==> src/hdl/dtpw_pkg.sv <==
// Package for the depth-tested alpha-blend pixel writer.
// Holds the shared codes, state and handshake types, and default sizes.
// No dependencies.
package dtpw_pkg;

  localparam int MAX_WIDTH_DEF  = 256;
  localparam int MAX_HEIGHT_DEF = 256;
  localparam int DEPTH_BITS_DEF = 24;

  localparam int CFG_W     = 9;
  localparam int CFG_IDX_W = 1;
  localparam logic [CFG_W-1:0] FRAME_RESET = 9'd256;

  localparam logic [CFG_IDX_W-1:0] REG_FRAME_WIDTH  = 1'b0;
  localparam logic [CFG_IDX_W-1:0] REG_FRAME_HEIGHT = 1'b1;

  localparam int QUEUE_DEPTH = 2;
  localparam int QPTR_W      = $clog2(QUEUE_DEPTH);
  localparam int QCNT_W      = $clog2(QUEUE_DEPTH + 1);

  typedef enum logic [1:0] {
    OP_PUT   = 2'd0,
    OP_CLEAR = 2'd1,
    OP_READ  = 2'd2
  } op_t;

  typedef enum logic [2:0] {
    ST_WRITTEN  = 3'd0,
    ST_OUTSIDE  = 3'd1,
    ST_REJECTED = 3'd2,
    ST_READ     = 3'd3,
    ST_CLEARED  = 3'd4
  } status_t;

  typedef enum logic [1:0] {
    K_PUT,
    K_READ,
    K_CLEAR,
    K_OUTSIDE
  } kind_t;

  typedef enum logic [2:0] {
    S_INIT,
    S_IDLE,
    S_READ,
    S_CALC,
    S_SWEEP,
    S_RESP
  } state_t;

  typedef struct packed {
    logic  valid;
    kind_t kind;
  } q_head_t;

  typedef struct packed {
    logic pop;
    logic init_busy;
  } back_ctrl_t;

endpackage

==> src/hdl/dtpw_if.sv <==
// Handshake channels of the pixel writer: the request item and the result item.
// Depends on nothing; field widths follow the item definitions.
interface dtpw_in_if;
  logic               valid;
  logic               ready;
  logic [1:0]         op;
  logic signed [11:0] pos_x;
  logic signed [11:0] pos_y;
  logic signed [23:0] depth_in;
  logic [7:0]         red;
  logic [7:0]         green;
  logic [7:0]         blue;
  logic [7:0]         alpha;

  modport source (output valid, op, pos_x, pos_y, depth_in, red, green, blue, alpha,
                  input ready);
  modport sink (input valid, op, pos_x, pos_y, depth_in, red, green, blue, alpha,
                output ready);
endinterface


==> src/hdl/dtpw_front.sv <==
// Front end: frame size registers, request classification and the item queue.
// Depends on dtpw_pkg and dtpw_in_if.
module dtpw_front #(
  parameter int MAX_WIDTH  = dtpw_pkg::MAX_WIDTH_DEF,
  parameter int MAX_HEIGHT = dtpw_pkg::MAX_HEIGHT_DEF,
  parameter int DEPTH_BITS = dtpw_pkg::DEPTH_BITS_DEF
) (
  input  logic                                            clk,
  input  logic                                            rst,
  input  logic                                            wr_en,
  input  logic [dtpw_pkg::CFG_IDX_W-1:0]                  wr_index,
  input  logic [dtpw_pkg::CFG_W-1:0]                      wr_data,
  dtpw_in_if.sink                                         pix_in,
  input  dtpw_pkg::back_ctrl_t                            ctrl,
  output dtpw_pkg::q_head_t                               head,
  output logic [$clog2(MAX_WIDTH*MAX_HEIGHT)-1:0]         head_addr,
  output logic signed [DEPTH_BITS-1:0]                    head_z,
  output logic [31:0]                                     head_color
);
  import dtpw_pkg::*;

  localparam int PIXELS = MAX_WIDTH * MAX_HEIGHT;
  localparam int AW     = $clog2(PIXELS);

  logic [CFG_W-1:0] frame_width;
  logic [CFG_W-1:0] frame_height;

  kind_t                  q_kind  [QUEUE_DEPTH];
  logic [AW-1:0]          q_addr  [QUEUE_DEPTH];
  logic [DEPTH_BITS-1:0]  q_z     [QUEUE_DEPTH];
  logic [31:0]            q_color [QUEUE_DEPTH];
  logic [QPTR_W-1:0]      wr_ptr;
  logic [QPTR_W-1:0]      rd_ptr;
  logic [QCNT_W-1:0]      count;

  logic                   push;
  logic                   x_ok;
  logic                   y_ok;
  kind_t                  kind_in;
  logic [AW-1:0]          addr_in;
  logic signed [31:0]     z_wide;

  always_ff @(posedge clk) begin
    if (rst) begin
      frame_width  <= FRAME_RESET;
      frame_height <= FRAME_RESET;
    end else if (wr_en) begin
      case (wr_index)
        REG_FRAME_WIDTH:  frame_width  <= wr_data;
        REG_FRAME_HEIGHT: frame_height <= wr_data;
        default: ;
      endcase
    end
  end

  assign x_ok = !pix_in.pos_x[11]
             && ({2'b00, pix_in.pos_x[10:0]} < {4'b0000, frame_width})
             && (32'(pix_in.pos_x[10:0]) < 32'(MAX_WIDTH));
  assign y_ok = !pix_in.pos_y[11]
             && ({2'b00, pix_in.pos_y[10:0]} < {4'b0000, frame_height})
             && (32'(pix_in.pos_y[10:0]) < 32'(MAX_HEIGHT));

  assign addr_in = AW'(32'(pix_in.pos_y[10:0]) * 32'(MAX_WIDTH) + 32'(pix_in.pos_x[10:0]));
  assign z_wide  = 32'(pix_in.depth_in);

  always_comb begin
    case (pix_in.op)
      OP_CLEAR: kind_in = K_CLEAR;
      OP_PUT:   kind_in = (x_ok && y_ok) ? K_PUT : K_OUTSIDE;
      default:  kind_in = (x_ok && y_ok) ? K_READ : K_OUTSIDE;
    endcase
  end

  assign pix_in.ready = (count != QCNT_W'(QUEUE_DEPTH)) && !ctrl.init_busy;
  assign push         = pix_in.valid && pix_in.ready;

  always_ff @(posedge clk) begin
    if (push) begin
      q_kind[wr_ptr]  <= kind_in;
      q_addr[wr_ptr]  <= addr_in;
      q_z[wr_ptr]     <= z_wide[DEPTH_BITS-1:0];
      q_color[wr_ptr] <= {pix_in.alpha, pix_in.blue, pix_in.green, pix_in.red};
    end
  end

  always_ff @(posedge clk) begin
    if (rst) begin
      wr_ptr <= '0;
      rd_ptr <= '0;
      count  <= '0;
    end else begin
      if (push) begin
        wr_ptr <= wr_ptr + 1'b1;
      end
      if (ctrl.pop) begin
        rd_ptr <= rd_ptr + 1'b1;
      end
      if (push && !ctrl.pop) begin
        count <= count + 1'b1;
      end else if (!push && ctrl.pop) begin
        count <= count - 1'b1;
      end
    end
  end

  assign head.valid = (count != '0);
  assign head.kind  = q_kind[rd_ptr];
  assign head_addr  = q_addr[rd_ptr];
  assign head_z     = q_z[rd_ptr];
  assign head_color = q_color[rd_ptr];

endmodule

==> src/flat_wrapper.sv <==
// flat-port wrapper written by rule: the top's interface ports become plain ports
module dtpw_front_flat import dtpw_pkg::*;
#(
  parameter int MAX_WIDTH  = dtpw_pkg::MAX_WIDTH_DEF,
  parameter int MAX_HEIGHT = dtpw_pkg::MAX_HEIGHT_DEF,
  parameter int DEPTH_BITS = dtpw_pkg::DEPTH_BITS_DEF
)
  (clk, rst, wr_en, wr_index, wr_data, ctrl, head, head_addr, head_z, head_color, pix_in_valid, pix_in_op, pix_in_pos_x, pix_in_pos_y, pix_in_depth_in, pix_in_red, pix_in_green, pix_in_blue, pix_in_alpha, pix_in_ready);
  dtpw_in_if pix_in_i ();
  input  logic clk;
  input  logic rst;
  input  logic wr_en;
  input  logic [dtpw_pkg::CFG_IDX_W-1:0] wr_index;
  input  logic [dtpw_pkg::CFG_W-1:0] wr_data;
  input  dtpw_pkg::back_ctrl_t ctrl;
  output dtpw_pkg::q_head_t head;
  output logic [$clog2(MAX_WIDTH*MAX_HEIGHT)-1:0] head_addr;
  output logic signed [DEPTH_BITS-1:0] head_z;
  output logic [31:0] head_color;
  input wire logic [$bits(pix_in_i.valid)-1:0] pix_in_valid;
  input wire logic [$bits(pix_in_i.op)-1:0] pix_in_op;
  input wire logic [$bits(pix_in_i.pos_x)-1:0] pix_in_pos_x;
  input wire logic [$bits(pix_in_i.pos_y)-1:0] pix_in_pos_y;
  input wire logic [$bits(pix_in_i.depth_in)-1:0] pix_in_depth_in;
  input wire logic [$bits(pix_in_i.red)-1:0] pix_in_red;
  input wire logic [$bits(pix_in_i.green)-1:0] pix_in_green;
  input wire logic [$bits(pix_in_i.blue)-1:0] pix_in_blue;
  input wire logic [$bits(pix_in_i.alpha)-1:0] pix_in_alpha;
  output wire logic [$bits(pix_in_i.ready)-1:0] pix_in_ready;
  assign pix_in_i.valid = pix_in_valid;
  assign pix_in_i.op = pix_in_op;
  assign pix_in_i.pos_x = pix_in_pos_x;
  assign pix_in_i.pos_y = pix_in_pos_y;
  assign pix_in_i.depth_in = pix_in_depth_in;
  assign pix_in_i.red = pix_in_red;
  assign pix_in_i.green = pix_in_green;
  assign pix_in_i.blue = pix_in_blue;
  assign pix_in_i.alpha = pix_in_alpha;
  assign pix_in_ready = pix_in_i.ready;
  dtpw_front #(.MAX_WIDTH(MAX_WIDTH), .MAX_HEIGHT(MAX_HEIGHT), .DEPTH_BITS(DEPTH_BITS)) u_core (.clk(clk), .rst(rst), .wr_en(wr_en), .wr_index(wr_index), .wr_data(wr_data), .pix_in(pix_in_i), .ctrl(ctrl), .head(head), .head_addr(head_addr), .head_z(head_z), .head_color(head_color));
endmodule
==> config.mk <==
export PLATFORM = sky130hd
export DESIGN_NAME = dtpw_front_flat
export DESIGN_NICKNAME = d
export VERILOG_FILES = /design/src/hdl/dtpw_pkg.sv /design/src/hdl/dtpw_if.sv /design/src/hdl/dtpw_front.sv /design/src/flat_wrapper.sv
export SDC_FILE = /design/constraint.sdc
export NUM_CORES = 1
export LEC_CHECK = 0
export BUFFER_PORTS_ARGS = -buffer_cell sky130_fd_sc_hd__buf_2
export CORE_MARGIN = 1
export CORE_UTILIZATION = 23
export CTS_CLUSTER_DIAMETER = 200
export CTS_CLUSTER_SIZE = 28
export DETAILED_ROUTE_END_ITERATION = 6
export PLACE_DENSITY_LB_ADDON = 0.1
export SKIP_LAST_GASP = 1
export SLEW_MARGIN = 10
export SYNTH_ARGS = -nofsm -noshare
export SYNTH_HDL_FRONTEND = slang
export SYNTH_SLANG_ARGS = --single-unit
export TNS_END_PERCENT = 10
==> constraint.sdc <==
create_clock -name clk -period 6.5 [get_ports clk]
set_input_delay 1.3 -clock clk [delete_from_list [all_inputs] [get_ports clk]]
set_output_delay 1.3 -clock clk [all_outputs]
set_load 0.02 [all_outputs]
==> results of run 1 <==
-- cell usage after synthesis (all sizes together) (3+ instances only) --
| master | count |
|---|---|
| edfxtp | 148 |
| mux2 | 74 |
| nand2 | 43 |
| inv | 24 |
| dfxtp | 23 |
| a21oi | 22 |
| ha | 20 |
| buf | 7 |
| nor2 | 7 |
| clkbuf | 6 |
| xnor2 | 6 |
| o21ai | 5 |
| nor2b | 4 |
| xor2 | 4 |
| a21o | 3 |
| nand4 | 3 |
-- how the worst max path moves through the flow --
stage                     startpoint                            end  slack (ps)  depth (start not counted)
after floorplan              ctrl[0]  u_core.q_addr[0][0]$_DFFE_PP_         990                          3
after global placement       ctrl[0]    u_core.q_z[0][10]$_DFFE_PP_        2880                          5
after detailed placement     ctrl[0]    u_core.q_z[0][10]$_DFFE_PP_        2770                          5
after CTS                       flop                     head_z[16]        2960                          2
after global routing            flop                     head_z[16]        2890                          2
final                           flop                     head_z[16]        3080                          2
-- worst register-to-register path, delay by kind of cell (launching register included) --
kind            cells  cell delay [ps]
simple gates        2              860
compound gates      1              220
flops               1              390
buf+inv             2              770
-- power by group --
group,leakage (nW),internal (mW),switching [mW]
logic,1.41,0.130,0.178
registers,1.54,1.25,0.0330
clock network,0.293,0.550,0.473
-- stage by stage --
| stage | area (um^2) | cells | power, mW | utilization (%) | hold slack (ps) |
|---|---|---|---|---|---|
| finish | 8700 | 999 | 2.62 | 30.1 | 458 |
| global route | 8690 | 998 | 2.74 | 30.1 | 491 |
| CTS | 8690 | 998 | 2.68 | 30.1 | 464 |
| detailed placement | 8100 | 966 | 1.63 | 28.1 | 454 |
| global placement | 8100 | 966 | 1.62 | 28.1 | 451 |
| floorplan | 6780 | 420 | 1.50 | - | 430 |
-- sequential cells by signal (all words and copies together) (netlist names), named ones only --
name and count:
u_core.rd_ptr 1, u_core.frame_height 9, u_core.q_kind 4, u_core.q_addr 32, u_core.q_z 48, u_core.q_color 64, u_core.count 2, u_core.wr_ptr 1
u_core.frame_width 9
-- metal layers --
layer  up-vias  wire [um]
met4         0        175
met5         -          0
met2       118       7340
met3        15        814
met1      1978       6880
li1       1916          -
-- placed cells by master (no fill, tap or decap), types with 4 or more instances in the layout --
cell type / n
nand2_1: 43
dfxtp_1: 22
clkbuf_16: 17
nor2b_1: 4
mux2_2: 74
xnor2_1: 6
edfxtp_1: 148
ha_1: 20
inv_6: 6
buf_2: 173
a21oi_1: 22
nor2_1: 6
inv_1: 24
xor2_1: 4
-- logic make-up after synthesis --
| kind of cell | count (synthesis) | share of synthesized area, % |
|---|---|---|
| AOI/OAI and AO/OA | 38 | 3.38 |
| xor gates and xnor gates | 10 | 1.29 |
| adders and majority gates | 21 | 3.99 |
| buffers and inverters | 37 | 2.16 |
| DFF | 171 | 72.4 |
| muxes | 74 | 12.3 |
| and+or+nand+nor | 69 | 4.52 |
-- layout make-up --
type                    instances  area share (%)
well taps                     384            5.52
clock inverters                15            1.96
diodes                          1          0.0288
clock buffers                  17            4.89
inverters                      24            1.04
repair buffers                175            10.1
multi-input cells             212            20.0
flip-flops and latches        171            56.4
==> results.md, run 1 <==
- Routing usage on met2: 17.0%
- Root buffer cell: clkbuf_16
- Vias in the first global route: 4,273
- Power Density: 301 nW/um^2
- Final wirelength: 15,200 um
- Hold crit path type: flop to flop
- Via count: 4,027
- Area grow syn2layout: 28.3%
- Number of core rows: 62
- Buffers & Inverters on Critical Path: 1
- Critical R2R Launch: u_core.count[0]$_SDFFE_PP0P_
- Register area share after synthesis: 72.4%
- WHS Path Cells: 2
- CP delay by family, top: flip-flops
- RR Endpoint: u_core.q_z[0][21]$_DFFE_PP_
- I/O Buffers: 173
- Pre-CTS setup slack: 2770 ps
- Multi-input logic area: 1740 um^2
- Clock transition at the registers of the reported paths: 80 ps
- Lkg Pwr: 3.25 nW
- HP Start: u_core.frame_width[6]$_SDFFE_PP0P_
- Hold Buf Count CTS: 0
- Setup TNS Final: 0 ps
- Met3 Track Usage GR: 3.36%
- F_max: 0.292 GHz
- Post-route DRC: 0
- Final Net Count: 720
- Synth async-reset ratio: 0%
- Clk_skew: 11.1 ps
- HPWL Detailed: 10,400 um
- CP Max Fanout: 74
- Library cells used by synthesis: 35
- Number of synthesis warnings: 0
- Final setup viols: 0
- Post-Syn Area per Cell: 16.1 um^2
- Post-Syn Area: 6780 um^2
- Via density per instance: 4.03
- Core Footprint: 28,900 um^2
- Top FF cell, synth: edfxtp_1
- CTS max path bufs: 2
- Outcome: finished clean
- Register area: 4910 um^2
- I/O Pins: 174
- Post CTS Setup Buffer Count: 0
- First-pass GRT wire length: 23,600 um
- Post-DR wirelength/cell: 15.2 um
- First-pass DRT Iterations: 4
- WP data required: 5200 ps
- Global-route usage over all layers: 10.4%
- VDD IR max: 0.128 mV
- Initial antenna violation count: 2
- Die W: 174 um
- Die area: 30,200 um^2
- R2r setup slk: 3870 ps
- Post-synth top area share: 65.6%
- Effective utilization at floorplan: 23.5%
- Final Max Tran Viols: 0
- Routed Antenna Nets: 0
- Worst endpoint data arrival time: 2120 ps
- Initial DRC Count: 140
- Worst reg-to-reg path cell count: 5
- Period utilisation layout: 52.7%
- Filler Cells Inserted: 2,993
- Worst path max stage delay: 1040 ps
- Worst Hold Path EP: u_core.frame_width[6]$_SDFFE_PP0P_
- Layout cell share with drive strength beyond 1: 46.6%
- Worst-path cell chain: mux2_2 -> buf_2
- GP Congestion: 0.711
- Max transition margin: 28.2%
- Chip Height: 174 um
- CTS Sinks: 171
- Cts bufs inserted: 17
- Final Hold Fails: 0
- Number of flops mapped to enable cells by yosys: 148
- Worst skew pair latency: 420 ps
- MaxCap Viol Count: 0
- Setup CP Type: flop to primary output
- RSZ-0062 raised after global routing: false
- Startpoint Class: flop
- #FFs+latches synth: 171
- Pin count of the biggest net entering global routing: 75
- Worst Setup End Kind: primary output
- Final WS setup: 3080 ps
- Minimum clock period: 3420 ps
- Slew @ Worst Pin: 1080 ps
- Cell taking the most area after synthesis: edfxtp_1
- Post-synthesis cell count: 420
- GRT overflow: 0
- Slowest-stage cell, CP: dfxtp_4
- Syn nets: 539
- Global Route met1 Usage: 12.9%
- Post-CTS Resized: 0
- CTS H-tree lvls: 4
- GRT busiest layer: met2
- Top cells by area, synth: edfxtp_1 (66%), mux2_2 (12%), dfxtp_1 (6.8%), ha_1 (3.7%), nand2_1 (2.4%)
- CTS tree: built
(Power assumes the default switching activity.)
==> inputs of run 2 (changes only) <==
clock period = 3.14 ns   (was 6.5 ns; I/O delays follow)
==> results.md, run 2 (synthesis gave the netlist of run 1 again) <==
- Outcome: finished clean
- Switching power: 1.43 mW (+110%)
- F_max: 0.396 GHz
- Final Net Count: 722 (+0.28%)
- Chip Height: 174 um (unchanged)
- CTS tree: built
- Final setup viols: 0 (unchanged)
- Non-Filler Instances: 1,001 (+0.20%)
- WP data required: 2510 ps (-2690 ps)
- Root buffer cell: clkbuf_16
- I/O Buffers: 173 (unchanged)
- CTS max path bufs: 2 (unchanged)
- Vias in the first global route: 4,214 (-1.4%)
- Register bank with the most flops: u_core.q_color
- Power Density: 615 nW/um^2 (+100%)
- Multi-input logic area: 1740 um^2 (unchanged)
- Worst endpoint data arrival time: 1900 ps (-220 ps)
- GP Congestion: 0.797 (+12%)
- CTS H-tree lvls: 4 (unchanged)
- First-pass DRT Iterations: 4 (unchanged)
- I/O Pins: 174 (unchanged)
- Clock network power share: 38.2% (-0.9 points)
- Clk_skew: 21.5 ps (+10.4 ps)
- Final wirelength: 15,100 um (-0.60%)
- Worst Setup End Kind: primary output
- Hold crit path type: primary input to flop
- Effective utilization at floorplan: 23.5% (unchanged)
- Top flop regs: u_core.q_color: 64 flops, u_core.q_z: 48 flops, u_core.q_addr: 32 flops
- Register area: 4910 um^2 (unchanged)
- Global-route usage over all layers: 10.2% (-0.17 points)
- VDD IR max: 0.268 mV (+110%)
- Worst-path cell chain: buf_4 -> mux2_2 -> buf_2
- Final Max Tran Viols: 0 (unchanged)
- Via count: 4,042 (+0.37%)
- Setup CP Type: flop to primary output
- CTS Sinks: 171 (unchanged)
- Routed Antenna Nets: 0 (unchanged)
- Filler Cells Inserted: 2,969 (-0.80%)
- Post-route DRC: 0 (unchanged)
- HPWL Detailed: 10,400 um (about the same)
- Area grow syn2layout: 28.8%
- Post CTS Setup Buffer Count: 0 (unchanged)
- GRT overflow: 0 (unchanged)
- CP Max Fanout: 19 (-74%)
- RSZ-0062 raised after global routing: false
- Period utilisation layout: 80.4%
- Worst path max stage delay: 550 ps (-490 ps)
- Sequential power share: 49.2% (about the same)
- Lkg Pwr: 3.26 nW (+0.20%)
- Slew @ Worst Pin: 618 ps (-459 ps)
- Dpl cells: 968 (+0.21%)
- Clock transition at the registers of the reported paths: 80 ps (about the same)
- Number of core rows: 62 (unchanged)
- Post-CTS Resized: 0 (unchanged)
- Initial DRC Count: 138 (-1.4%)
- Hold Buf Count CTS: 0 (unchanged)
- Via density per instance: 4.04 (+0.17%)
- Initial antenna violation count: 2 (unchanged)
- Max transition margin: 58.7% (+31 points)
- Internal: 3.93 mW (+100%)
- CP delay by family, top: flip-flops
- Commonest non-fill, non-tap cell in the layout: buf_2
- Final Hold Fails: 0 (unchanged)
- Setup TNS Final: 0 ps (unchanged)
- MaxCap Viol Count: 0 (unchanged)
- Startpoint Class: flop
- Layout cell share with drive strength beyond 1: 46.6% (about the same)
- Cts bufs inserted: 17 (unchanged)
- Utilization after layout: 30.2% (+0.10 points)
- Worst skew pair latency: 420 ps (about the same)
- Die area: 30,200 um^2 (unchanged)
- Die W: 174 um (unchanged)
- Core Footprint: 28,900 um^2 (unchanged)
- Post-DR wirelength/cell: 15.1 um (-0.80%)
- Buffers & Inverters on Critical Path: 2 (+1)
- Commonest cells after routing, fill and taps aside: buf_2 (173), edfxtp_1 (148), mux2_2 (74)
- Combinational share of power: 12.7% (+0.9 points)
- Net Sw Frac: 26.7% (+0.51 points)
- First-pass GRT wire length: 23,400 um (-1.0%)
- Number of flip-flops in the largest register: 64 (unchanged)
- Pin count of the biggest net entering global routing: 72 (-4.0%)
- Slowest-stage cell, CP: dfxtp_4
- Minimum clock period: 2520 ps
==> run 2: changes by cell type in the layout (fill, tap and decap cells not counted) <==
cell | before | now
inv_6 | 6 | 4
buf_4 | 2 | 1
clkinv_1 | 1 | 2
buf_12 | 0 | 3
inv_8 | 3 | 5
clkinvlp_4 | 0 | 1
clkinv_4 | 2 | 1
bufinv_16 | 1 | 0
==> run 2: path summary, 6_finish.rpt <==
kind	from	endpoint	slack, ps	cells past startpoint
max	flop	head_z[7]	620	3
min	pix_in_depth_in[18]	u_core.q_z[1][18]$_DFFE_PP_	390	1
max reg2reg	u_core.frame_height[5]$_SDFFE_PP0P_	u_core.q_kind[0][1]$_DFFE_PP_	910	7
min reg2reg	u_core.frame_width[6]$_SDFFE_PP0P_	u_core.frame_width[6]$_SDFFE_PP0P_	460	2
==> run 2: per-stage QoR <==
stage	hold WS (ps)	setup slack, ps	area, um^2	power, mW
after floorplan	430	-214	6790	3.10
after global routing	360	489	8720	5.59
after CTS	361	517	8720	5.47
final	387	615	8730	5.36
after global placement	451	620	8150	3.38
after detailed placement	453	612	8150	3.39
==> run 2: layout make-up <==
class | count | area share, %
Sequential cell | 171 | 56.2
Multi-Input combinational cell | 212 | 19.9
Timing Repair Buffer | 177 | 10.7
Tap cell | 384 | 5.51
Clock buffer | 17 | 4.87
Clock inverter | 15 | 1.69
Inverter | 24 | 1.03
Antenna cell | 1 | 0.0287
==> run 2: worst register-to-register path: stages (launching register included) <==
cell      delay [ps]
dfxtp_1          370
inv_1             80
ha_1             300
a21o_1           190
a22o_1           220
a311o_1          340
a221oi_2         330
o21ai_1          130
==> run 2: per-layer routing <==
metal	GRT usage, %	up-vias	part of all wire (%)
met5	0	-	0.086
met4	3.29	2	0.85
li1	-	1924	-
met2	16.3	130	46
met1	13.1	1976	46
met3	3.31	10	6.2
==> run 2: power groups by stage <==
stage | Combinational [mW] | Clock (mW) | Sequential [mW]
5_1_grt | 0.745 | 2.20 | 2.65
4_1_cts | 0.699 | 2.13 | 2.64
3_3_place_gp | 0.689 | 0 | 2.69
6_report | 0.680 | 2.05 | 2.64
2_1_floorplan | 0.431 | 0 | 2.67
3_5_place_dp | 0.695 | 0 | 2.69
